`src/rtl/core/vn_pkg.sv`:
```
package vn_pkg;

  localparam int FRAC_BITS_DEF = 16;
  localparam int DNUM_W = 56;
  localparam int ROOT_W = 33;
  localparam int RAD_W = 66;
  localparam int SREM_W = 36;
  localparam int DREM_W = 34;

  localparam logic [2:0] OP_ADD = 3'd0;
  localparam logic [2:0] OP_SUB = 3'd1;
  localparam logic [2:0] OP_SCALE = 3'd2;
  localparam logic [2:0] OP_DIV = 3'd3;
  localparam logic [2:0] OP_NORM = 3'd4;
  localparam logic [2:0] OP_LEN = 3'd5;
  localparam logic [2:0] OP_DIST = 3'd6;

  localparam logic [1:0] ST_OK = 2'd0;
  localparam logic [1:0] ST_SAT = 2'd1;
  localparam logic [1:0] ST_DIV0 = 2'd2;

  typedef struct packed {
    logic [31:0] val;
    logic        sat;
  } clamp_t;

  typedef struct packed {
    logic [2:0]          op;
    logic [31:0]         vx;
    logic [31:0]         vy;
    logic [1:0]          vst;
    logic                negx;
    logic                negy;
    logic [RAD_W-1:0]    rad;
    logic [SREM_W-1:0]   srem;
    logic [ROOT_W-1:0]   root;
    logic [ROOT_W-1:0]   dvs;
    logic [DNUM_W-1:0]   numx;
    logic [DNUM_W-1:0]   numy;
    logic [DREM_W-1:0]   dremx;
    logic [DREM_W-1:0]   dremy;
    logic [DNUM_W-1:0]   qx;
    logic [DNUM_W-1:0]   qy;
  } pipe_t;

  function automatic clamp_t clamp65(input logic signed [64:0] v);
    clamp_t c;
    if (v > 65'sd2147483647) begin
      c.val = 32'h7FFF_FFFF;
      c.sat = 1'b1;
    end else if (v < -65'sd2147483648) begin
      c.val = 32'h8000_0000;
      c.sat = 1'b1;
    end else begin
      c.val = v[31:0];
      c.sat = 1'b0;
    end
    return c;
  endfunction

endpackage

```
`src/rtl/core/vn_sqrt_cell.sv`:
```
module vn_sqrt_cell (
  input  logic          clk,
  input  logic          en,
  input  vn_pkg::pipe_t d,
  output vn_pkg::pipe_t q
);

  logic [vn_pkg::SREM_W-1:0] rem_s, trial;
  vn_pkg::pipe_t             q_next;

  always_comb begin
    rem_s = {d.srem[vn_pkg::SREM_W-3:0], d.rad[vn_pkg::RAD_W-1 -: 2]};
    trial = {1'b0, d.root, 2'b01};
    q_next = d;
    q_next.rad = {d.rad[vn_pkg::RAD_W-3:0], 2'b00};
    if (rem_s >= trial) begin
      q_next.srem = rem_s - trial;
      q_next.root = {d.root[vn_pkg::ROOT_W-2:0], 1'b1};
    end else begin
      q_next.srem = rem_s;
      q_next.root = {d.root[vn_pkg::ROOT_W-2:0], 1'b0};
    end
  end

  always_ff @(posedge clk) begin
    if (en) begin
      q <= q_next;
    end
  end

endmodule

```
`config.mk`:
```
export PLATFORM = sky130hd
export DESIGN_NAME = vn_sqrt_cell
export DESIGN_NICKNAME = d
export VERILOG_FILES = /design/src/rtl/core/vn_pkg.sv /design/src/rtl/core/vn_sqrt_cell.sv
export SDC_FILE = /design/constraint.sdc
export NUM_CORES = 1
export LEC_CHECK = 0
export BUFFER_PORTS_ARGS = -buffer_cell sky130_fd_sc_hd__buf_2
export CAP_MARGIN = 25
export CORE_AREA = 2 2 420 422
export CTS_CLUSTER_DIAMETER = 60
export DETAILED_ROUTE_END_ITERATION = 8
export DIE_AREA = 0 0 422 424
export PLACE_DENSITY = 0.39
export SYNTH_ARGS = -nofsm -noshare
export SYNTH_HDL_FRONTEND = slang
export SYNTH_SLANG_ARGS = --single-unit
```
`constraint.sdc`:
```
create_clock -name clk -period 4.37 [get_ports clk]
set_clock_uncertainty 0.15 [all_clocks]
set_input_delay 0.874 -clock clk [delete_from_list [all_inputs] [get_ports clk]]
set_output_delay 0.874 -clock clk [all_outputs]
set_load 0.05 [all_outputs]
```
* After elaboration in Yosys (flattened, before gate mapping)
Index checks and enable logic that the tools add are counted.
Operators by class: add/sub/neg operators 1, $mul 0, div/mod/pow operators 0, $lt $le $gt $ge 1, equal/unequal tests 0, shift-type cells 0, mux-type cells 1, bitwise gates (word level) 0, reduce and logical (&&, ||, !) cells 0
Operators with widths (number):
- two-way mux 69 bit | 1
- >= comparator 36 x 35 -> 1 bit | 1
- subtractor 36 x 35 -> 36 bit | 1
Storage, ports and cells: register bits after elaboration 529, latch bits 0, memory bits (writable) 0, memory bits (read-only) 0, input bits 533, logic and storage cells 19, memories 0

* Logic depth before layout (Yosys ltp)
word-level depth 2, depth in mapped cells 13, depth with buffers taken out 11

* Least setup slack after synthesis
No wires, ideal clock.
kind input-to-reg, start input d[325] (netlist name), end register q[365] (netlist name), data pin, library setup time 0.260 ns, arrival time 3.264 ns, data required time 3.960 ns, slack 0.696 ns, stages 12, path through inv_1 > ha_1 > nor2b_4 > o311ai_2 > a32oi_2 > a31oi_4 > o211ai_4 > a41o_4 > a21oi_4 > inv_4 > buf_6 > mux2_4
RTL lines:
- from (decl) | RTL line vn_sqrt_cell.sv:4 | input vn_pkg::pipe_t d,
- to (signal assigned) | RTL line vn_sqrt_cell.sv:27 | q <= q_next;
- to (decl) | RTL line vn_sqrt_cell.sv:5 | output vn_pkg::pipe_t q

==> flow_summary.ini <==
[status]
status = finished clean

[synth]
yosysWarnings = 0
syn_area_um2 = 18500
synth_fa_ha_area_share_pct = 2.37
synth_sequential_area_ratio_pct = 86.0
post_syn_area_per_cell_um2 = 21.2
yosys.area_share.xor_xnor_pct = 1.47
synth_mux_area_share_pct = 2.47
synth-compound-area-share_pct = 3.89
postSynth.topFlopCell = sky130_fd_sc_hd__edfxtp_1
main_combinational_cell_family_by_area_after_synthesis = compound AO/OA/AOI/OAI gates
synth.top_cells.by_area = sky130_fd_sc_hd__edfxtp_1, sky130_fd_sc_hd__ha_1, sky130_fd_sc_hd__mux2_4, sky130_fd_sc_hd__inv_1, sky130_fd_sc_hd__xnor2_1
proportion_of_netlist_area_held_by_the_largest_area_contributor_pct = 86.0
netlist-cell-type-count = 56
synth_async_sr_flop_share_pct = 0
yosys_register_bits = 529
post-synth-top-area-cell = sky130_fd_sc_hd__edfxtp_1
synthCells = 873
synth_edf_count = 529
synth_simple_gate_area_share_pct = 2.44

[power]
power.density_nw_per_um2 = 536
vdd.ir_drop.worst_mv = 0.277
power_leakage_nw = 12.3
power.total_mw = 16.1

[cts]
clk_pin_slew_ns = 0.06
cts_max_level = 3
clock-root-buffer = sky130_fd_sc_hd__clkbuf_16
cts_resized = 0
clock_sinks = 529
cts_tree = yes
postCtsSetupBuffers = 0
numCtsBuffers = 84
cts_hold_buf = 0
cts.path.max_buffers = 3

[floorplan]
pin_count = 1064
core_um2 = 175000
die_width_um = 422
die_height_um = 424
initial_core_util_pct = 10.6
floorplan.rows = 154
floorplan.die_area_um2 = 179000

[setup_path]
cp_num_cells = 12
start_point_of_the_critical_path = d[325]
endpoint = q[364]
worst-endpoint-required_ns = 4.61
critical_path.endpoint_type = register
timing.critical_path.max_delay_family = compound AO/OA/AOI/OAI gates
crit_path_max_incr_delay_ns = 0.50
timing.critical_path.slowest_stage_cell = sky130_fd_sc_hd__inv_4
timing.critical_path.from_type = primary input
buf_inv_on_cp = 3
path_max_fanout = 35
worst-setup-path-type = primary input to register
crit_path_cell_chain = buf_2 -> inv_1 -> ha_1 -> nor2b_4 -> o311ai_2 -> a32oi_2 -> a31oi_4 -> o211ai_4 -> a41o_4 -> a21oi_4 -> inv_4 -> mux2_2
timing.critical_path.arrival_ns = 3.84

[final_layout]
fill_cells = 19444
multiInputGateArea_um2 = 2340
num-nets-final = 2635
area.growth.synth_to_final_pct = 62.3
largest_regs = q x529
area.sequential_um2 = 15900
top_register = q
final_core_util_pct = 17.1
largest_register_ff_count = 529
drive_gt1_share_pct = 60.8

[place]
place.detailed.hpwl_mm = 92.6
preCtsSetupSlack_ns = -0.0889
port-buffer-count = 1059
gp_routability_congestion = 0.833

[sta]
layout_worst_path_cycle_share_pct = 82.5
grt_setup_unrepaired = false
slew_viol_final = 0
tightestPinTransition_ns = 0.992
worst_slew_margin_relative_to_its_limit_pct = 33.9
setup_total_negative_slack_ns = 0
clock.fmax_mhz = 277
setup_ws_ns = 0.765
final-hold-violation-count = 0
final-setup-viol-count = 0
finalCriticalPeriod_ns = 3.60

[route]
drc_markers = 0
postRouteWirelength_mm = 109
routed_wire_length_per_instance_um = 24.4
route.detailed.vias_per_inst = 3.00
length_of_the_first_detailed_routing_pass_in_iterations = 4
drt.antenna.violating_nets = 0
drt_iter0_drc = 672
vias = 13453

[grt]
grt_pass1_vias = 13442
grt_overflow = 0
wire_length_of_the_first_global_routing_pass_mm = 136
gr-usage-all-layers_pct = 11.6
grt_start_max_net_pins = 75
antenna_found_initial = 97

[job]
max-cap-violations = 0

[worst_hold_path]
hold_class = primary input to register
==> cell type report <==
type,instances,area share [%]
diodes,10,0.0835
clock buffers,96,7.23
clock inverters,57,2.06
inverters,48,0.609
multi-input cells,288,7.81
flip-flops and latches,529,53.0
well taps,2340,9.76
repair buffers,1116,19.5
==> how the worst min path moves through the flow <==
stage           start     end  slack [ns]  cells after the start
5_1_grt        d[439]  q[441]        0.13                      1
3_5_place_dp    d[86]   q[86]        0.90                      1
3_3_place_gp    d[86]   q[86]        0.90                      1
6_report        d[26]   q[26]        0.21                      1
2_1_floorplan    d[0]    q[0]        0.82                      0
4_1_cts         d[24]   q[24]        0.10                      1
==> cells in the mapped netlist (all sizes together), types with 2 or more instances <==
library cell	instances
edfxtp	529
inv	48
ha	35
a21oi	34
mux2	31
nand2	27
o21ai	20
xnor2	19
nor2	12
xor2	12
and3	11
a21o	9
nand3	9
nand4	7
buf	5
nor2b	5
nor3	5
o211ai	5
o21a	5
clkbuf	4
o21bai	4
a211oi	3
and2	3
or2	3
a31o	2
a31oi	2
a32oi	2
and4	2
nor3b	2
==> routing by layer <==
layer / global-route usage (%) / share of wire, % / vias to the layer above
li1: - / - / 5856
met1: 12.8 / 37 / 6574
met2: 19.2 / 47 / 715
met3: 6.39 / 12 / 292
met4: 3.45 / 3.4 / 16
met5: 0 / 0.086 / -
==> power by group <==
part | total (mW) | internal (mW) | switching (mW) | leakage, nW
Clock | 6.76 | 3.97 | 2.80 | 1.36
Combinational | 3.10 | 0.709 | 2.39 | 5.79
Sequential | 6.22 | 6.08 | 0.139 | 5.18
==> metrics by stage <==
step           area, µm²  hold slack [ns]  std cells
2_1_floorplan      18500            0.823        874
4_1_cts            30000            0.101       4474
3_5_place_dp       27200            0.902       4321
5_1_grt            30000            0.125       4478
3_3_place_gp       27200            0.901       4321
6_report           30000            0.206       4484
==> cell families after synthesis <==
group,after synthesis
flops,529
compound gates,100
simple gates,88
buf+inv,57
fa+ha+maj,35
mux,32
xor+xnor,31
other cells,1
==> cell usage in the layout, fill, tap and decap left out, types with 7 or more instances in the layout <==
master / Yosys / routed
sky130_fd_sc_hd__mux2_4: 26 / 26
sky130_fd_sc_hd__a21o_1: 9 / 9
sky130_fd_sc_hd__a21oi_1: 33 / 33
sky130_fd_sc_hd__inv_6: 0 / 19
sky130_fd_sc_hd__xnor2_1: 19 / 19
sky130_fd_sc_hd__clkbuf_16: 0 / 85
sky130_fd_sc_hd__buf_12: 0 / 8
sky130_fd_sc_hd__nand4_1: 7 / 7
sky130_fd_sc_hd__o21ai_0: 20 / 20
sky130_fd_sc_hd__diode_2: 0 / 10
sky130_fd_sc_hd__nand3_1: 9 / 9
sky130_fd_sc_hd__ha_1: 35 / 35
sky130_fd_sc_hd__clkinv_2: 0 / 8
sky130_fd_sc_hd__nand2_1: 27 / 27
sky130_fd_sc_hd__nor2_1: 12 / 12
sky130_fd_sc_hd__xor2_1: 12 / 12
sky130_fd_sc_hd__buf_4: 2 / 49
sky130_fd_sc_hd__and3_1: 11 / 11
sky130_fd_sc_hd__buf_2: 0 / 1058
sky130_fd_sc_hd__clkbuf_1: 4 / 11
sky130_fd_sc_hd__edfxtp_1: 529 / 529
sky130_fd_sc_hd__inv_1: 47 / 47
No activity file was read; power rests on OpenSTA's default activity.
