`src/rtl/core/vn_pkg.sv`:
```
package vn_pkg;

  localparam int FRAC_BITS_DEF = 16;
  localparam int DNUM_W = 56;
  localparam int ROOT_W = 33;
  localparam int RAD_W = 66;
  localparam int SREM_W = 36;
  localparam int DREM_W = 34;

  localparam logic [2:0] OP_ADD = 3'd0;
  localparam logic [2:0] OP_SUB = 3'd1;
  localparam logic [2:0] OP_SCALE = 3'd2;
  localparam logic [2:0] OP_DIV = 3'd3;
  localparam logic [2:0] OP_NORM = 3'd4;
  localparam logic [2:0] OP_LEN = 3'd5;
  localparam logic [2:0] OP_DIST = 3'd6;

  localparam logic [1:0] ST_OK = 2'd0;
  localparam logic [1:0] ST_SAT = 2'd1;
  localparam logic [1:0] ST_DIV0 = 2'd2;

  typedef struct packed {
    logic [31:0] val;
    logic        sat;
  } clamp_t;

  typedef struct packed {
    logic [2:0]          op;
    logic [31:0]         vx;
    logic [31:0]         vy;
    logic [1:0]          vst;
    logic                negx;
    logic                negy;
    logic [RAD_W-1:0]    rad;
    logic [SREM_W-1:0]   srem;
    logic [ROOT_W-1:0]   root;
    logic [ROOT_W-1:0]   dvs;
    logic [DNUM_W-1:0]   numx;
    logic [DNUM_W-1:0]   numy;
    logic [DREM_W-1:0]   dremx;
    logic [DREM_W-1:0]   dremy;
    logic [DNUM_W-1:0]   qx;
    logic [DNUM_W-1:0]   qy;
  } pipe_t;

  function automatic clamp_t clamp65(input logic signed [64:0] v);
    clamp_t c;
    if (v > 65'sd2147483647) begin
      c.val = 32'h7FFF_FFFF;
      c.sat = 1'b1;
    end else if (v < -65'sd2147483648) begin
      c.val = 32'h8000_0000;
      c.sat = 1'b1;
    end else begin
      c.val = v[31:0];
      c.sat = 1'b0;
    end
    return c;
  endfunction

endpackage

```
`src/rtl/core/vn_div_cell.sv`:
```
module vn_div_cell (
  input  logic          clk,
  input  logic          en,
  input  vn_pkg::pipe_t d,
  output vn_pkg::pipe_t q
);

  logic [vn_pkg::DREM_W-1:0] rx, ry, dv;
  vn_pkg::pipe_t             q_next;

  always_comb begin
    dv = {1'b0, d.dvs};
    rx = {d.dremx[vn_pkg::DREM_W-2:0], d.numx[vn_pkg::DNUM_W-1]};
    ry = {d.dremy[vn_pkg::DREM_W-2:0], d.numy[vn_pkg::DNUM_W-1]};
    q_next = d;
    q_next.numx = {d.numx[vn_pkg::DNUM_W-2:0], 1'b0};
    q_next.numy = {d.numy[vn_pkg::DNUM_W-2:0], 1'b0};
    if (rx >= dv) begin
      q_next.dremx = rx - dv;
      q_next.qx = {d.qx[vn_pkg::DNUM_W-2:0], 1'b1};
    end else begin
      q_next.dremx = rx;
      q_next.qx = {d.qx[vn_pkg::DNUM_W-2:0], 1'b0};
    end
    if (ry >= dv) begin
      q_next.dremy = ry - dv;
      q_next.qy = {d.qy[vn_pkg::DNUM_W-2:0], 1'b1};
    end else begin
      q_next.dremy = ry;
      q_next.qy = {d.qy[vn_pkg::DNUM_W-2:0], 1'b0};
    end
  end

  always_ff @(posedge clk) begin
    if (en) begin
      q <= q_next;
    end
  end

endmodule

```
`config.mk`:
```
export PLATFORM = sky130hd
export DESIGN_NAME = vn_div_cell
export DESIGN_NICKNAME = d
export VERILOG_FILES = /design/src/rtl/core/vn_pkg.sv /design/src/rtl/core/vn_div_cell.sv
export SDC_FILE = /design/constraint.sdc
export NUM_CORES = 1
export LEC_CHECK = 0
export ABC_CLOCK_PERIOD_IN_PS = 5500
export BUFFER_PORTS_ARGS = -buffer_cell sky130_fd_sc_hd__buf_4
export CORE_AREA = 3 3 408 410
export DETAILED_ROUTE_END_ITERATION = 6
export DIE_AREA = 0 0 411 413
export PLACE_DENSITY_LB_ADDON = 0.3
export SYNTH_ARGS = -nofsm -noshare
export SYNTH_HDL_FRONTEND = slang
export SYNTH_SLANG_ARGS = --single-unit
```
`constraint.sdc`:
```
create_clock -name clk -period 5.5 [get_ports clk]
set_input_delay 1.375 -clock clk [delete_from_list [all_inputs] [get_ports clk]]
set_output_delay 1.375 -clock clk [all_outputs]
set_load 0.1 [all_outputs]
```
# ---- Word-level counts from Yosys, hierarchy flattened
# Index checks and enable logic that the tools add are counted.
dict set report totals {
  register_bits 529
  latchBits 0
  mem_bits_rw 0
  mem_bits_ro 0
  input_bits 533
  out_inout_bits 531
  elab_cells 24
  memories 0
}
dict set report op_classes {
  n_addsub 2
  multipliers 0
  n_div 0
  n_lt_le_gt_ge 2
  eq_ne 0
  shift 0
  n_mux 4
  bitwise_logic 0
  reduce_logical 0
}
# cell n
set op_table {}
lappend op_table {{34-bit by 33-bit greater-or-equal comparator with 1-bit output} 2}
lappend op_table {{34-bit 2-to-1 mux} 2}
lappend op_table {{34-bit by 33-bit subtractor with 34-bit output} 2}
lappend op_table {{1-bit 2-to-1 mux} 2}

# ---- Longest topological paths before layout
# Gate-level depths: netlist of the first run.
dict set report depth {
  depth_word 2
  mapped_depth 14
  depth_no_buf 13
}

# ---- Worst setup path after synthesis of the first run
# No wires, ideal clock.
dict set report synth_path {
  path_type {input to register}
  from {input d[291] in the netlist's numbering}
  to {register q[158] in the netlist's numbering, data pin}
  setup_ps 260
  arrival_ps 3651
  required_ps 5240
  path_slack_ps 1590
  cell_stages 13
  path_buffers 1
  path_cell_list {inv_1 > ha_1 > inv_1 > fa_1 > a21oi_1 > o211ai_1 > a21oi_1 > o21ai_1 > o31ai_4 > o211a_2 > inv_2 > buf_4 > mux2_2}
}
# element line
set synth_rtl {}
lappend synth_rtl {{start: declaration} vn_div_cell.sv:4} ;# input vn_pkg::pipe_t d,
lappend synth_rtl {{end signal: assignment} vn_div_cell.sv:36} ;# q <= q_next;
lappend synth_rtl {{end: declaration} vn_div_cell.sv:5} ;# output vn_pkg::pipe_t q

==> impl_metrics.toml, run 1 <==
[status]
outcome = "finished clean"

[timing]
drv_slew = 0
post-route-period-util = 0.7368
setup_viol = 0
slew_headroom = 0.4192
rsz0062_at_grt = "false"
finalHoldViolCount = 0
setup-tns-final_ns = 0
clock.fmax_mhz = 246.8
worst-slew-pin-transition_ns = 0.8620
min_period_ns = 4.052
fin_hold_ws_ns = 0.8718

[cells_and_area]
drive_gt1_frac = 0.5213
multi_input_area_um2 = 4219
final_cell_mix = "buf_4 (1078), edfxtp_1 (529), a21oi_1 (89)"
nFillCells = 17600
final_common_cell = "buf_4"
final_cells = 4560
seqCellArea_um2 = 15890
largest_register_ffs = 529
fin_util = 0.2075
regMostFlops = "q"
final_nets = 2919
reg.largest.list = "q x529"
design_area_um2 = 33780
syn2layout_area_growth_pct = 64.95

[critical_path]
cp_slowest_stage_delay_ns = 0.42
cp_slowest_cell = "a2111oi_0"
required_ns = 5.89
cp-end-kind = "flop"
critical_path_class = "input port to flop"
crit_path_start_kind = "input port"
arrival_ns = 4.44
crit_fanout = 8
crit_chain = "buf_4, inv_1, ha_1, a21oi_1, o21ai_0, buf_4, nor4_1, buf_4, or3_1, a31oi_2, a2111oi_0, buf_4, o21ai_0, xnor2_1"
crit_path_frequent_cell = "buf_4"

[placed_design]
dpl.cell_count = 4418
placed_area_um2 = 31330
port_buffers = 1057
dp_hpwl_mm = 104.0
gp_congestion = 0.8371

[route]
drt_iter0_drc = 1123
num_vias = 15440
vias_per_cell = 3.386
firstDrtPassIters = 5
remaining_drc_errors = 0
ant_nets = 0
avgRoutedWirePerCell_um = 27.03
drt_wl_total_mm = 123.2

[cts]
cts_max_level = 3
clock-root-buffer = "clkbuf_16"
cts_resized = 0
cts_max_path_buffers = 3
cts_tree = "done"
cts_setup_buffers = 0
cts.sinks = 529
ctsHoldBuffers = 0
cts_made_buffers = 73
clk_pin_slew_ns = 0.06

[worst_hold_path]
hold_class = "input port to flop"

[die]
ios = 1064
start_util = 0.1258
die_area_um2 = 169700
die_h_um = 413
rows = 148
fp.coreArea_um2 = 162800
chipWidth_um = 411

[global_route]
grt_overflow = 0
grt_use_total = 0.1381
grt_pass1_wl_mm = 152.4
grt_max_degree = 113
grt_pass1_vias = 15380
antenna_found_initial = 61

[logic_synthesis]
yosys.cell_types.count = 81
ys_seq_area_frac = 0.7757
netlist_instances = 1177
synth_warnings = 0
synth_edf_count = 529
synth_ff_type = "edfxtp_1"
synth-async-reset-ratio = 0
ys_ff_latch = 529
syn_avg_cell_area_um2 = 17.40
synth_area_um2 = 20480

[pwr]
ir_drop_v = 0.0002323
p_leak_uw = 0.01364
p_per_area_nw_per_um2 = 424.2

[run]
max_cap_violations = 0
[stage by stage]
step           total power, uW  setup WS, ns
2_1_floorplan             8141         1.590
3_3_place_gp              9593        0.7059
3_5_place_dp              9590        0.6899
4_1_cts                  14660         1.429
5_1_grt                  14880         1.193
6_report                 14330         1.448
[where the power goes]
group	switching [uW]	internal, uW	total, uW	leakage (uW)
clock	2030	2850	4880	0.00116
combinational	3500	958	4460	0.00730
sequential	120	4870	4990	0.00518
[synth_stat cells (all sizes together) (4+ instances only)]
| master | number | area, um2 |
|---|---|---|
| o31ai | 9 | 86.33 |
| and3 | 6 | 38.79 |
| a21boi | 4 | 33.78 |
| nand3 | 20 | 105.1 |
| inv | 63 | 236.5 |
| buf | 19 | 130.1 |
| nand2 | 37 | 138.9 |
| a21oi | 95 | 505.5 |
| and2 | 7 | 43.79 |
| o21a | 10 | 75.07 |
| or3 | 4 | 25.02 |
| nand4 | 11 | 68.82 |
| nor2 | 45 | 168.9 |
| a31oi | 5 | 37.53 |
| edfxtp | 529 | 15890 |
| mux2 | 37 | 416.7 |
| a211oi | 7 | 80.08 |
| o211a | 4 | 40.04 |
| xor2 | 14 | 122.6 |
| o211ai | 7 | 52.55 |
| o21ai | 30 | 153.9 |
| a21o | 21 | 158.9 |
| a2111oi | 5 | 50.04 |
| xnor2 | 41 | 359.1 |
| ha | 66 | 825.8 |
| nor3 | 16 | 90.09 |
| o21bai | 11 | 82.58 |
[logic make-up (layout without fill, tap and decap cells)]
| kind of cell | count (synthesis) | after routing | synth area share |
|---|---|---|---|
| other | 1 | 14 | 0.0001831 |
| flip-flops | 529 | 529 | 0.7757 |
| adder cells (fa/ha/maj) | 68 | 68 | 0.04228 |
| AO/OA/AOI/OAI | 237 | 237 | 0.07955 |
| XOR/XNOR | 55 | 55 | 0.02352 |
| AND/OR/NAND/NOR | 164 | 164 | 0.03947 |
| buffers and inverters | 85 | 1280 | 0.01845 |
| multiplexers | 38 | 38 | 0.02083 |
[critical path: cells and delay by family]
| family | cells | cell delay [ns] |
|---|---|---|
| xor+xnor | 1 | 0.18 |
| simple gates | 2 | 0.52 |
| fa+ha+maj | 1 | 0.39 |
| buf+inv | 5 | 0.92 |
| compound gates | 5 | 1.04 |
[layout make-up]
class / instances / area share
well taps: 2175 / 0.08056
clock buffers: 84 / 0.05530
multi-input cells: 564 / 0.1249
clock inverters: 46 / 0.01633
diodes: 12 / 0.0008890
repair buffers: 1087 / 0.2448
inverters: 63 / 0.007001
flip-flops and latches: 529 / 0.4703
[path summary, 6_finish.rpt]
path	start	end	slack (ns)	cells past startpoint
max	d[302]	q[145]$_DFFE_PP_	1.45	14
min	d[508]	q[508]$_DFFE_PP_	0.87	1
[per-layer routing]
metal,vias up,share of wire,wire [um],track usage
li1,6909,-,-,-
met1,7467,0.34,42260,0.1417
met2,818,0.49,60950,0.2345
met3,198,0.12,14670,0.07269
met4,48,0.041,5051,0.05836
met5,-,0.0025,309,0
Note: power is estimated with default switching activity, not from simulation.
==> run 2: changes to the inputs <==
- ABC_CLOCK_PERIOD_IN_PS: 5500 -> 3800
- CORE_AREA: 3 3 408 410 -> 3 3 409 411
- DIE_AREA: 0 0 411 413 -> 0 0 412 414
- clock period: 5.5 -> 3.8 ns (I/O delays scaled with it)
==> impl_metrics.toml, run 2 (synthesis results as in run 1) <==
[status]
outcome = "finished clean"

[timing]
setup_ws_ns = 0.4206
drv_slew = 0
rsz0062_at_grt = "false"
min_period_ns = 3.379
clock.fmax_mhz = 295.9
setup_viol = 0
slew_headroom = 0.4499
finalHoldViolCount = 0
post-route-period-util = 0.8893
worst-slew-pin-transition_ns = 0.8251

[critical_path]
arrival_ns = 3.78
required_ns = 4.20
cp_slowest_cell = "o31ai_1"
cp-end-kind = "flop"
cp_top_family = "compound AO/OA/AOI/OAI gates"
crit_path_start_kind = "input port"
cp_slowest_stage_delay_ns = 0.48
crit_chain = "buf_4, inv_1, ha_1, buf_4, and4_1, nand2_1, o2bb2ai_1, a211oi_1, o31ai_1, buf_4, a21oi_1, xnor2_1, mux2_1"
timing.critical_path.buf_inv = 4
crit_fanout = 6
critical_path_class = "input port to flop"
crit_path_frequent_cell = "buf_4"

[placed_design]
placed_area_um2 = 32780
dpl_worst_slack_ns = -0.2863
port_buffers = 1057
gp_congestion = 0.8391
dp_hpwl_mm = 111.2

[global_route]
grtUsageMet1 = 0.1559
grt_use_met2 = 0.2608
gr-usage-met3 = 0.06772
grt_use_total = 0.1457
grt_overflow = 0
grt_pass1_vias = 16480
grt_max_degree = 62
grt_pass1_wl_mm = 162.3
busiest_layer = "met2"
antenna_found_initial = 71

[cts]
clk_pin_slew_ns = 0.06
cts_max_path_buffers = 3
cts_setup_buffers = 0
cts_made_buffers = 71
cts_max_level = 3
clock-root-buffer = "clkbuf_16"
ctsHoldBuffers = 0
cts_resized = 0
cts_tree = "done"
cts.sinks = 529

[die]
die_h_um = 414
rows = 149
chipWidth_um = 412
ios = 1064
fp.coreArea_um2 = 164400
start_util = 0.1245
die_area_um2 = 170600

[route]
num_vias = 16020
firstDrtPassIters = 5
remaining_drc_errors = 0
vias_per_cell = 3.384
drt_iter0_drc = 953
drt_wl_total_mm = 129.3
ant_nets = 0
avgRoutedWirePerCell_um = 27.30

[cells_and_area]
syn2layout_area_growth_pct = 71.53
regMostFlops = "q"
final_nets = 3081
largest_register_ffs = 529
final_common_cell = "buf_4"
design_area_um2 = 35130
final_cell_mix = "buf_4 (1226), edfxtp_1 (529), a21oi_1 (89)"
drive_gt1_frac = 0.5527
reg.largest.list = "q x529"

[pwr]
p_leak_uw = 0.01446
ir_drop_v = 0.0003632
p_per_area_nw_per_um2 = 589.2
fin_total_pwr_uw = 20690

[worst_hold_path]
hold_class = "input port to flop"

[run]
max_cap_violations = 0
-- run 2: path summary, 6_finish.rpt --
path	startpoint	endpoint	slack [ns]	depth (start not counted)
worst max-delay path	d[304]	q[136]$_DFFE_PP_	0.42	13
worst min-delay path	d[465]	q[465]$_DFFE_PP_	0.45	1
-- run 2: cell type report --
cell class	instances	area [um2]
fill	17820	129300
multi-input combinational	564	4219
tap	2189	2739
antenna	15	37.54
clock buffer	84	1868
sequential	529	15890
clock inverter	40	441.7
timing repair buffer	1251	9699
inverter	63	236.5
-- run 2: report_power, final --
group / switching [uW] / leakage, uW / internal (uW)
registers: 202 / 0.00518 / 7050
logic: 5110 / 0.00816 / 1560
clock network: 2770 / 0.00112 / 4010
total: 8080 / 0.0145 / 12600
-- run 2: stage by stage --
stage	utilization	instances	hold slack, ns	setup TNS, ns
2_1_floorplan	-	1178	1.049	0
3_3_place_gp	0.1993	4596	1.128	-6.751
3_5_place_dp	0.1993	4596	1.129	-7.597
4_1_cts	0.2134	4720	0.3400	0
5_1_grt	0.2134	4722	0.3568	0
6_report	0.2136	4735	0.4470	0
-- run 2: layer usage --
layer  up-vias  share of wire
li1       7216              -
met1      7863           0.37
met2       742           0.51
met3       154           0.10
met4        48          0.018
met5         -         0.0025
