--- src/rtl/core/vn_pkg.sv ---
package vn_pkg;

  localparam int FRAC_BITS_DEF = 16;
  localparam int DNUM_W = 56;
  localparam int ROOT_W = 33;
  localparam int RAD_W = 66;
  localparam int SREM_W = 36;
  localparam int DREM_W = 34;

  localparam logic [2:0] OP_ADD = 3'd0;
  localparam logic [2:0] OP_SUB = 3'd1;
  localparam logic [2:0] OP_SCALE = 3'd2;
  localparam logic [2:0] OP_DIV = 3'd3;
  localparam logic [2:0] OP_NORM = 3'd4;
  localparam logic [2:0] OP_LEN = 3'd5;
  localparam logic [2:0] OP_DIST = 3'd6;

  localparam logic [1:0] ST_OK = 2'd0;
  localparam logic [1:0] ST_SAT = 2'd1;
  localparam logic [1:0] ST_DIV0 = 2'd2;

  typedef struct packed {
    logic [31:0] val;
    logic        sat;
  } clamp_t;

  typedef struct packed {
    logic [2:0]          op;
    logic [31:0]         vx;
    logic [31:0]         vy;
    logic [1:0]          vst;
    logic                negx;
    logic                negy;
    logic [RAD_W-1:0]    rad;
    logic [SREM_W-1:0]   srem;
    logic [ROOT_W-1:0]   root;
    logic [ROOT_W-1:0]   dvs;
    logic [DNUM_W-1:0]   numx;
    logic [DNUM_W-1:0]   numy;
    logic [DREM_W-1:0]   dremx;
    logic [DREM_W-1:0]   dremy;
    logic [DNUM_W-1:0]   qx;
    logic [DNUM_W-1:0]   qy;
  } pipe_t;

  function automatic clamp_t clamp65(input logic signed [64:0] v);
    clamp_t c;
    if (v > 65'sd2147483647) begin
      c.val = 32'h7FFF_FFFF;
      c.sat = 1'b1;
    end else if (v < -65'sd2147483648) begin
      c.val = 32'h8000_0000;
      c.sat = 1'b1;
    end else begin
      c.val = v[31:0];
      c.sat = 1'b0;
    end
    return c;
  endfunction

endpackage

--- src/rtl/core/vn_back.sv ---
module vn_back (
  input  logic          clk,
  input  logic          en,
  input  vn_pkg::pipe_t d,
  output logic [31:0]   r_x,
  output logic [31:0]   r_y,
  output logic [32:0]   magnitude,
  output logic [1:0]    status
);

  vn_pkg::clamp_t cx, cy;
  logic [31:0]    rx_next, ry_next;
  logic [32:0]    mag_next;
  logic [1:0]     st_next;

  function automatic vn_pkg::clamp_t qclamp(input logic [vn_pkg::DNUM_W-1:0] qv,
                                            input logic neg);
    vn_pkg::clamp_t c;
    if (neg) begin
      if (qv[vn_pkg::DNUM_W-1:32] != '0 || (qv[31] && qv[30:0] != '0)) begin
        c.val = 32'h8000_0000;
        c.sat = 1'b1;
      end else begin
        c.val = ~qv[31:0] + 32'd1;
        c.sat = 1'b0;
      end
    end else begin
      if (qv[vn_pkg::DNUM_W-1:31] != '0) begin
        c.val = 32'h7FFF_FFFF;
        c.sat = 1'b1;
      end else begin
        c.val = qv[31:0];
        c.sat = 1'b0;
      end
    end
    return c;
  endfunction

  always_comb begin
    cx = qclamp(d.qx, d.negx);
    cy = qclamp(d.qy, d.negy);
    rx_next = d.vx;
    ry_next = d.vy;
    mag_next = '0;
    st_next = d.vst;
    case (d.op)
      vn_pkg::OP_DIV: begin
        if (d.vst != vn_pkg::ST_DIV0) begin
          rx_next = cx.val;
          ry_next = cy.val;
          st_next = (cx.sat || cy.sat) ? vn_pkg::ST_SAT : vn_pkg::ST_OK;
        end
      end
      vn_pkg::OP_NORM: begin
        if (d.root != '0) begin
          rx_next = cx.val;
          ry_next = cy.val;
        end
        st_next = vn_pkg::ST_OK;
      end
      vn_pkg::OP_LEN, vn_pkg::OP_DIST: begin
        mag_next = d.root;
      end
      default: begin
      end
    endcase
  end

  always_ff @(posedge clk) begin
    if (en) begin
      r_x <= rx_next;
      r_y <= ry_next;
      magnitude <= mag_next;
      status <= st_next;
    end
  end

endmodule
--- config.mk ---
export PLATFORM = sky130hd
export DESIGN_NAME = vn_back
export DESIGN_NICKNAME = d
export VERILOG_FILES = /design/src/rtl/core/vn_pkg.sv /design/src/rtl/core/vn_back.sv
export SDC_FILE = /design/constraint.sdc
export NUM_CORES = 1
export LEC_CHECK = 0
export BUFFER_PORTS_ARGS = -buffer_cell sky130_fd_sc_hd__buf_2
export CAP_MARGIN = 20
export CORE_AREA = 10 10 235 237
export CTS_CLUSTER_DIAMETER = 150
export DETAILED_ROUTE_END_ITERATION = 6
export DIE_AREA = 0 0 245 247
export GPL_TIMING_DRIVEN = 0
export PLACE_DENSITY_LB_ADDON = 0.08
export REMOVE_ABC_BUFFERS = 1
export SLEW_MARGIN = 20
export SYNTH_ARGS = -nofsm -noshare
export SYNTH_HDL_FRONTEND = slang
export SYNTH_SLANG_ARGS = --single-unit
--- constraint.sdc ---
create_clock -name clk -period 3.8 [get_ports clk]
set_clock_uncertainty 0.05 [all_clocks]
set_input_delay 0.57 -clock clk [delete_from_list [all_inputs] [get_ports clk]]
set_output_delay 0.57 -clock clk [all_outputs]
set_load 0.01 [all_outputs]
# == After elaboration in Yosys (flattened, before gate mapping) ==
# Index checks and enable logic that the tools add are counted.
# Widths: inputs -> output; s select.
# classes
add_sub_neg,2
mul,0
n_div,0
order_cmp,0
n_eq_ne,5
n_shift,0
muxes,15
bitwise_logic,2
reduce_logical,13
# ops
operator,n
$mux 33,6
$mux 32,4
$pmux 32 s2,2
$add 32x1->32 const B,2
$not 32->32,2
$reduce_bool 31->1,2
$reduce_bool 25->1,2
$reduce_bool 24->1,2
$reduce_bool 33->1,1
$eq 3x3->1 const B,3
$pmux 2 s2,1
$eq 3x2->1 const B,1
$logic_or 1x1->1,3
$logic_and 1x1->1,2
$mux 2,1
$ne 2x2->1 const B,1
$reduce_or 2->1,1
$mux 1,1
# word_totals
regBits,99
latchBits,0
ramBits,0
romBits,0
input_bits,533
output_inout_bits,99
wordCells,41
n_memories,0

# == Logic depth before layout (Yosys ltp) ==
# Gate-level depths: netlist of the first run.
# depth
word_depth,9
ltp_mapped,12
ltp_nobuf,8

# == Least setup slack after synthesis of the first run ==
# Ideal clock, no wire load.
# synth_path
kind,input to register
startpoint,input port d[56] (netlist name)
endpoint,"register r_x[16], data pin"
t_arrival_ns,3.004
slack_ns,0.566
stages,12
n_path_buf,4
cell_sequence,inv_1 ha_1 or4b_1 clkbuf_1 or4_1 buf_2 o41ai_2 and2_1 buf_4 nor2_4 buf_6 o41ai_2
# synth_between
elab_chain_cells,7
word_cells_on_any_way,10
# synth_rtl
element,line,text
from (decl),vn_back.sv:4,"input vn_pkg::pipe_t d,"
"parallel branches: the longest is 3 deep, another holds $add 32x1->32",-,
$mux 33 (*),vn_back.sv:20,if (qv[vn_pkg::DNUM_W-1:32] != '0 || (qv[31] && qv[30:0] != '0)) begin
$mux 33 (*),vn_back.sv:19,if (neg) begin
"$mux 32, on equally long branches","vn_back.sv:55, vn_back.sv:48",
$pmux 32 s2 (*),vn_back.sv:46,case (d.op)
net rx_next[16],vn_back.sv:12,"logic [31:0] rx_next, ry_next;"
to (signal assigned),vn_back.sv:71,r_x <= rx_next;
to (decl),vn_back.sv:5,"output logic [31:0] r_x,"
# Mark *: on every way through the listed nets, which the timed path passes.
# A chain may end at the register's enable or synchronous reset.

# == Final worst setup path of the first run ==
# layout_path
startpoint,input port d[56] (netlist name)
endpoint,"register r_x[22], data pin"
# Same word-level chain as after synthesis.

==> results_dict.tcl, run 1 <==
set metrics [dict create \
    swShare_pct 31.24 \
    cp_slowest_stage_delay_ns 0.62 \
    power_per_cell_area_nw_per_um2 331.4 \
    grt_pass1_wl_um 51890 \
    final_util_pct 17.95 \
    dpl.hpwl_um 29190 \
    die_w_um 245 \
    core.rowCount 83 \
    syn_to_final_growth_pct 42.98 \
    slew_violations 0 \
    hold_viol 0 \
    finalSetupTns_ns 0 \
    cts.sinks 99 \
    grt-ovfl-total 0 \
    cap_violations 0 \
    cts_tree "built" \
    cts_htree_levels 3 \
    routabilityCongestion 0.7457 \
    min_period_ns 3.591 \
    path_buf_inv 2 \
    status "complete, no violations" \
    end_kind "register" \
    synth_commonest_cells "edfxtp_1, nand2_1, a21oi_1" \
    synth_area_per_cell_um2 9.049 \
    fmax_mhz 278.5 \
    critPathCapture "r_x[22]" \
    ant_nets 0 \
    worstPathArrival_ns 3.72 \
    pwr-share-clk_pct 34.0 \
    hp-start "d[486]" \
    crit_cells 9 \
    grt_max_degree 58 \
    async_reset_ff_share_pct 0 \
    power_mw 3.014 \
    num_io_pins 632 \
    final_area_um2 9095 \
    synth_cell_type_count 59 \
    netlist.area_leader.share_pct 46.73 \
    rsz0062_at_grt "no" \
    routed_wl_um 36950 \
    p_leak_nw 3.550 \
    cts_inserted_buffers 9 \
    route.vias.total 6932 \
    fin_crit_sh_pct 94.49 \
    pwr-share-comb_pct 21.3 \
    vias_per_cell 4.121 \
    synth_warnings 0 \
    pwr-share-seq_pct 44.7 \
    wl_per_cell_um 21.97 \
    placement.io_buffers 316 \
    whs_ns 0.3880 \
    dieArea_um2 60520 \
    slowest_stage "or4_1" \
    synth_area_leaders "edfxtp_1, nand2_1, a21oi_1, and3_1, nor4_1" \
    worstPathMaxFanout 18 \
    clockRootBuffer "clkbuf_16" \
    synth_edf_count 99 \
    synth-seq-cells 99 \
    p_sw_uw 941.5 \
    drive_above_1_share_pct 36.55 \
    crit_start "d[56]" \
    worst_pin_slew_ns 1.035 \
    vdd_ir_drop_max_mv 0.1771 \
    grt_pass1_vias 7032 \
    crit_required_ns 3.93 \
    clockBufferDepth 2 \
    die_y_um 247 \
    synthCells 703 \
    netlist_area_um2 6361 \
    cts_setup_buffers 0 \
    crit_family "simple AND/OR/NAND/NOR gates" \
    min_path_type "in2reg" \
    cellInternalPower_mw 2.072 \
    critPathLaunchType "input port" \
    setup_viol 0 \
    clk_pin_slew_ns 0.08 \
    max_slew_margin_pct 31.00 \
    first_pass_iters 4 \
    drt_iter0_markers 366 \
    fin_nets 1527 \
    worst-setup-path-type "in2reg" \
    synth_ff_type "edfxtp_1" \
    ys_seq_area_share_pct 46.73 \
    gr-usage-all-layers_pct 11.86 \
    initial_core_util_pct 12.55 \
    coreArea_um2 50680 \
    drc 0 \
    cts_hold_buf 0 \
    antenna_found_initial 19 \
    cp_cell_sequence "buf_2 -> inv_1 -> ha_1 -> or4b_4 -> or4_1 -> o41ai_2 -> and2_4 -> nor2_4 -> o41ai_1" \
    yosysTopAreaCell "edfxtp_1" \
    place_area_um2 8767 \
]
-- cell families (layout without fill, tap and decap cells) --
logic type / after synthesis / after routing / share of synthesized area (%)
adder cells (fa/ha/maj): 2 / 2 / 0.3933
flip-flops: 99 / 99 / 46.73
buffers and inverters: 57 / 350 / 3.639
AO/OA/AOI/OAI: 192 / 192 / 19.81
XOR/XNOR: 4 / 4 / 0.5508
AND/OR/NAND/NOR: 342 / 342 / 27.70
other: 0 / 6 / 0
multiplexers: 7 / 7 / 1.180
-- per-stage QoR --
step | instances | setup slack (ns)
after floorplan | 658 | 0.2467
final | 1682 | 0.2094
after global routing | 1677 | 0.0007723
after detailed placement | 1661 | -0.9756
after CTS | 1676 | 0.01055
after global placement | 1654 | -2.185
-- placed cells by master (no fill, tap or decap), drive strengths merged, types with 4 or more instances in the layout --
cell	synthesis	routed
mux2	4	4
edfxtp	99	99
nand2	99	99
o22ai	11	11
nor2	53	53
a31oi	11	11
o21ai	38	38
buf	7	323
inv	12	14
and3	40	40
nand3b	4	4
nand4	10	10
nand2b	6	6
diode	0	6
nor3	26	26
nand3	25	25
a21oi	57	57
clkbuf	38	9
o31ai	27	27
o41ai	17	17
nor4	39	39
or3	8	8
nor3b	4	4
or4	14	14
a211oi	6	6
-- timing repair --
action | CTS | global route
pin swaps | 0 | 0
setup endpoints to repair | 33 | 16
gates resized for setup | 3 | 3
gates cloned | 0 | 0
-- registers in the layout (all words and copies together) (netlist names) --
register   flops
magnitude     33
r_x           32
r_y           32
status         2
-- worst min-delay path, cell delays in order --
cell     delay (ns)
buf_2          0.07
nand2_1        0.04
nand2_1        0.05
-- per-layer routing --
layer	vias up	track usage, %	part of all wire [%]
met4	22	3.580	1.3
met2	275	15.78	39
met5	-	0	0.37
li1	3353	-	-
met1	3244	16.72	50
met3	38	5.071	9.2
-- power groups by stage --
stage                     Clock [mW]  Sequential (mW)  Combinational [mW]
after floorplan                    0             1.43               0.174
after global placement             0             1.38               0.649
after detailed placement           0             1.37               0.659
after CTS                       1.10             1.35               0.660
after global routing            1.13             1.36               0.718
final                           1.03             1.35               0.642
-- layout make-up --
cell class              instances  area, µm²
multi-input cells             547       3242
diodes                          6      15.01
inverters                      12      45.04
clock inverters                 6      63.81
repair buffers                323       1680
clock buffers                   9      225.2
well taps                     680      850.8
fillers                      5796      41580
flip-flops and latches         99       2973
-- how the worst min path moves through the flow --
stage               cells past startpoint           end
floorplan                               0  magnitude[0]
global placement                        3       r_y[22]
detailed placement                      2       r_y[28]
CTS                                     3       r_y[22]
global route                            3       r_x[13]
finish                                  3       r_y[22]
Note: power is estimated with default switching activity, not from simulation.
==> run 2, diff against run 1 <==
--- a/config.mk
+++ b/config.mk
@@ -5,12 +5,13 @@
 export SDC_FILE = /design/constraint.sdc
 export NUM_CORES = 1
 export LEC_CHECK = 0
+export ABC_AREA = 1
 export BUFFER_PORTS_ARGS = -buffer_cell sky130_fd_sc_hd__buf_2
-export CAP_MARGIN = 20
-export CORE_AREA = 10 10 235 237
+export CAP_MARGIN = 25
+export CORE_AREA = 10 10 238 240
 export CTS_CLUSTER_DIAMETER = 150
 export DETAILED_ROUTE_END_ITERATION = 6
-export DIE_AREA = 0 0 245 247
+export DIE_AREA = 0 0 248 250
 export GPL_TIMING_DRIVEN = 0
 export PLACE_DENSITY_LB_ADDON = 0.08
 export REMOVE_ABC_BUFFERS = 1
==> run 2 against run 1 <==
Net effect: core utilization grew 1.5 points; sequential power barely moved; count of clock-buffer cells in the layout unchanged; worst setup slack better by 0.97 ns; cell area is 12% higher; synthesized area increased by 16%; global-route usage increased by 0.35 points; critical endpoint is now r_y[7].
==> results_dict.tcl, run 2 <==
set metrics [dict create \
    whs_path_depth 3 \
    die_y_um 250 \
    synth_ff_type "edfxtp_1" \
    core.rowCount 84 \
    dieArea_um2 62000 \
    vdd_ir_drop_max_mv 0.1863 \
    worstPathMaxFanout 42 \
    cts_htree_levels 3 \
    status "complete, no violations" \
    clk_pin_slew_ns 0.09 \
    cts.sinks 99 \
    ant_nets 0 \
    dpl.hpwl_um 31070 \
    placement.io_buffers 316 \
    grt_pass1_vias 8390 \
    synth-seq-cells 99 \
    worst-setup-path-type "in2reg" \
    pwr-share-seq_pct 43.4 \
    ys_seq_area_share_pct 40.44 \
    regMostFlops "magnitude" \
    muxShareOfSynthArea_pct 0 \
    antenna_found_initial 14 \
    yosys.area_share.adder_pct 0.3404 \
    yosysMostFrequentCell "nor2_1" \
    worst_pin_slew_ns 0.9252 \
    synth_area_per_cell_um2 6.713 \
    cts_setup_buffers 0 \
    drt_iter0_markers 436 \
    synth_commonest_cells "nor2_1, nand2_1, inv_1" \
    grt-ovfl-total 0 \
    routabilityCongestion 0.7854 \
    yosys.area_share.simple_pct 41.31 \
    drc 0 \
    largest_reg_flops 33 \
    clockRootBuffer "clkbuf_16" \
    fmax_mhz 381.7 \
    initial_core_util_pct 14.13 \
    netlist.area_leader.share_pct 40.44 \
    fin_crit_sh_pct 68.95 \
    synth-compound-area-share_pct 8.596 \
    pwr-share-clk_pct 33.7 \
    synthCells 1095 \
    dp_cells 2069 \
    max_slew_margin_pct 38.09 \
    whs_ns 0.4294 \
    synth_cell_type_count 34 \
    cts_inserted_buffers 9 \
    gr-usage-all-layers_pct 12.21 \
    fin_cells 2096 \
    pwr-share-comb_pct 22.9 \
    cts_tree "built" \
    fin_nets 1928 \
    critPathLaunchType "input port" \
    min_path_type "in2reg" \
    finalSetupTns_ns 0 \
    setup_viol 0 \
    final_common_cell "buf_2" \
    worstPathArrival_ns 2.68 \
    clockBufferDepth 2 \
    place_area_um2 9799 \
    routed_wl_um 38860 \
    cellInternalPower_mw 2.099 \
    min_period_ns 2.620 \
    yosysTopAreaCell "edfxtp_1" \
    p_leak_nw 4.525 \
    synth_edf_count 99 \
    slew_violations 0 \
    p_sw_mw 1.001 \
    first_pass_iters 5 \
    vias_per_cell 3.957 \
    netlist_area_um2 7351 \
    synth_xor_area_share_pct 0.9532 \
    die_w_um 248 \
    cap_violations 0 \
    wl_per_cell_um 18.54 \
    rsz0062_at_grt "no" \
    async_reset_ff_share_pct 0 \
    route.vias.total 8293 \
    final_area_um2 10140 \
    fill_cells 6083 \
    synth_area_leaders "edfxtp_1, nor2_1, nand2_1, nand3_1, inv_1" \
    grt_pass1_wl_um 56440 \
    drive_above_1_share_pct 27.06 \
    grt_max_degree 53 \
    synth_warnings 0 \
    preCtsSetupSlack_ns 0.5995 \
    coreArea_um2 52020 \
    num_io_pins 632 \
    mostFrequentLayoutCells "buf_2, nor2_1, nand2_1" \
    syn_to_final_growth_pct 37.96 \
    swShare_pct 32.28 \
    reg.largest.list "magnitude: 33 flops, r_x: 32 flops, r_y: 32 flops" \
    ctsResizeCount 0 \
    crit_required_ns 3.86 \
    power_per_cell_area_nw_per_um2 305.6 \
    hold_viol 0 \
    end_kind "register" \
    synth_top_family_by_area "simple AND/OR/NAND/NOR gates" \
    fin_ws_ns 1.180 \
    cts_hold_buf 0 \
]
==> run 2: kinds of logic after synthesis <==
family	Yosys count
adders and majority gates	2
buffers and inverters	158
and+or+nand+nor	711
xor gates and xnor gates	8
DFF	99
AOI/OAI and AO/OA	117
==> run 2: through the flow <==
stage	total power [mW]	util [%]
after floorplan	1.659	-
after global placement	2.092	18.53
after detailed placement	2.098	18.84
after CTS	3.199	19.41
after global routing	3.308	19.44
final	3.099	19.49
==> run 2: path summary, 6_finish.rpt <==
check | from | end | slack [ns]
setup / recovery | d[352] | r_y[7] | 1.18
hold / removal | d[491] | r_y[27] | 0.43
==> run 2: power by group through the flow <==
| stage | logic, mW | registers (mW) | clock network (mW) |
|---|---|---|---|
| 6_report | 0.710 | 1.35 | 1.04 |
| 5_1_grt | 0.803 | 1.36 | 1.15 |
| 4_1_cts | 0.729 | 1.35 | 1.12 |
| 3_5_place_dp | 0.729 | 1.37 | 0 |
| 3_3_place_gp | 0.716 | 1.38 | 0 |
| 2_1_floorplan | 0.234 | 1.43 | 0 |
==> run 2: layout make-up <==
class | instances | area (µm²) | area share (%)
clock buffer | 9 | 225.2 | 2.221
multi-input combinational | 838 | 3784 | 37.31
sequential | 99 | 2973 | 29.32
inverter | 123 | 464.2 | 4.577
clock inverter | 6 | 73.82 | 0.7279
antenna | 11 | 27.53 | 0.2714
timing repair buffer | 322 | 1733 | 17.09
tap | 688 | 860.8 | 8.489
==> run 2: critical path, stage by stage <==
cell and delay, ns:
buf_2 0.11, nor2_1 0.12, nand2_1 0.07, nor2_1 0.11
nand2_1 0.08, nor2_1 0.13, nand2_1 0.11, nand2_4 0.14
buf_16 0.24, nand2_4 0.26, buf_16 0.30, nand2_2 0.22
o21ai_0 0.17
==> run 2: routing by layer <==
| metal | GRT usage, % | up-vias | routed length [µm] |
|---|---|---|---|
| met5 | 0 | - | 76 |
| met4 | 2.509 | 12 | 347 |
| met3 | 5.501 | 26 | 4447 |
| met2 | 17.66 | 283 | 15870 |
| met1 | 16.29 | 3790 | 18120 |
| li1 | - | 4182 | - |
==> run 3, diff against run 2 <==
--- a/config.mk
+++ b/config.mk
@@ -5,13 +5,13 @@
 export SDC_FILE = /design/constraint.sdc
 export NUM_CORES = 1
 export LEC_CHECK = 0
-export ABC_AREA = 1
+export ABC_AREA = 0
 export BUFFER_PORTS_ARGS = -buffer_cell sky130_fd_sc_hd__buf_2
 export CAP_MARGIN = 25
-export CORE_AREA = 10 10 238 240
+export CORE_AREA = 10 10 235 237
 export CTS_CLUSTER_DIAMETER = 150
 export DETAILED_ROUTE_END_ITERATION = 6
-export DIE_AREA = 0 0 248 250
+export DIE_AREA = 0 0 245 247
 export GPL_TIMING_DRIVEN = 0
 export PLACE_DENSITY_LB_ADDON = 0.08
 export REMOVE_ABC_BUFFERS = 1
==> constraint.sdc (replaced) <==
create_clock -name clk -period 2.5 [get_ports clk]
set_clock_uncertainty 0.05 [all_clocks]
set_input_delay 0.375 -clock clk [delete_from_list [all_inputs] [get_ports clk]]
set_output_delay 0.375 -clock clk [all_outputs]
set_load 0.01 [all_outputs]
==> run 3 against run 2 <==
Net effect: the run now ends with negative setup slack left; critical endpoint is now r_x[16]; core utilization about the same; hold slack lost 0.24 ns; die area down 2.4%; via count is 13% lower; highest routed layer unchanged; first-iteration DRC count is 25% lower.
==> results_dict.tcl, run 3 (same netlist as run 1, synthesis figures left out) <==
set metrics [dict create \
    clockBufferDepth 2 \
    dpl.hpwl_um 29190 \
    drc 0 \
    crit_family "simple AND/OR/NAND/NOR gates" \
    grt_max_degree 58 \
    num_io_pins 632 \
    critPathLaunchType "input port" \
    core.rowCount 83 \
    slew_violations 0 \
    crit_required_ns 2.66 \
    worst-setup-path-type "in2reg" \
    die_y_um 247 \
    end_kind "register" \
    largest_reg_flops 33 \
    path_buf_inv 4 \
    vdd_ir_drop_max_mv 0.2716 \
    p_leak_nw 3.880 \
    power_per_cell_area_nw_per_um2 473.3 \
    rsz0062_at_grt "yes" \
    fin_cells 1722 \
    cts_htree_levels 3 \
    grt_pass1_vias 7270 \
    placement.io_buffers 316 \
    wl_per_cell_um 22.81 \
    syn_to_final_growth_pct 55.31 \
    dieArea_um2 60520 \
    cts_inserted_buffers 9 \
    cap_violations 0 \
    drt_iter0_markers 325 \
    setup_viol 3 \
    route.vias.total 7189 \
    clockRootBuffer "clkbuf_16" \
    power_mw 4.676 \
    status "complete, but fails checks" \
    finalSetupTns_ns -0.02429 \
    cts_tree "built" \
    reg.largest.list "magnitude: 33 flops, r_x: 32 flops, r_y: 32 flops" \
    dp_cells 1661 \
    cp_cell_sequence "buf_8 -> inv_4 -> ha_4 -> or4b_4 -> or4_4 -> o41ai_4 -> and2_4 -> buf_4 -> buf_6 -> nor2_2 -> o41ai_2" \
    min_period_ns 2.515 \
    slowest_stage "or4b_4" \
    fin_crit_sh_pct 100.6 \
    antenna_found_initial 19 \
    grt-ovfl-total 0 \
    regMostFlops "magnitude" \
    worst_pin_slew_ns 0.9778 \
    worstPathMaxFanout 6 \
    max_slew_margin_pct 34.12 \
    fin_nets 1569 \
    violations "negative setup slack" \
    gr-usage-all-layers_pct 12.57 \
    cts.sinks 99 \
    vias_per_cell 4.175 \
    fmax_mhz 397.6 \
    routed_wl_um 39290 \
    coreArea_um2 50680 \
    final_common_cell "buf_2" \
    routabilityCongestion 0.7457 \
    hold_viol 0 \
    cp_slowest_stage_delay_ns 0.52 \
    fin_ws_ns -0.01498 \
    grt_pass1_wl_um 54570 \
    drive_above_1_share_pct 44.32 \
    mostFrequentLayoutCells "buf_2, edfxtp_1, nand2_1" \
    first_pass_iters 4 \
    min_path_type "in2reg" \
    ant_nets 0 \
    initial_core_util_pct 12.55 \
    worstPathArrival_ns 2.68 \
    clk_pin_slew_ns 0.09 \
    die_w_um 245 \
]
[run 3: area by class of cell]
cell class              instances  area, µm²
inverters                      12      53.80
well taps                     680      850.8
fillers                      5744      40800
flip-flops and latches         99       2973
clock buffers                   9      225.2
repair inverters                1      7.507
multi-input cells             552       3635
repair buffers                359       2061
clock inverters                 6      63.81
diodes                          4      10.01
[run 3: worst min-delay path: cells and delay by family]
family	cells	cell delay, ns
and+or+nand+nor	2	0.09
buffers and inverters	1	0.07
[run 3: path summary, 6_finish.rpt]
kind	slack [ns]	to	from	depth (start not counted)
max	-0.01	r_x[16]	d[57]	11
min	0.19	r_y[22]	d[486]	3
[run 3: per-stage QoR]
stage	worst slack [ns]	utilization [%]	instance area, µm²	hold WS (ns)
floorplan	-0.8583	-	6175	0.4375
global placement	-3.290	16.98	8607	0.5983
detailed placement	-2.081	17.30	8767	0.5983
CTS	-0.07443	18.96	9609	0.1569
global route	-0.08328	19.48	9872	0.1864
finish	-0.01498	19.49	9879	0.1918
[run 3: repair_timing]
item	in CTS	in global routing
setup buffers	23	13
pin swaps	34	17
resized for setup	67	36
setup endpoints to repair	64	46
gates cloned	6	0
hold buffers	0	0
[run 3: layer usage]
metal	routed length, µm	part of all wire, %	track usage (%)
met5	137	0.35	0
met4	464	1.2	3.543
met3	3464	8.8	5.071
met2	15610	40	16.94
met1	19610	50	17.81
[run 3: power breakdown]
| group | switching [mW] | internal [mW] | total, mW |
|---|---|---|---|
| sequential | 0.0410 | 2.01 | 2.05 |
| combinational | 0.658 | 0.407 | 1.07 |
| clock | 0.787 | 0.776 | 1.56 |
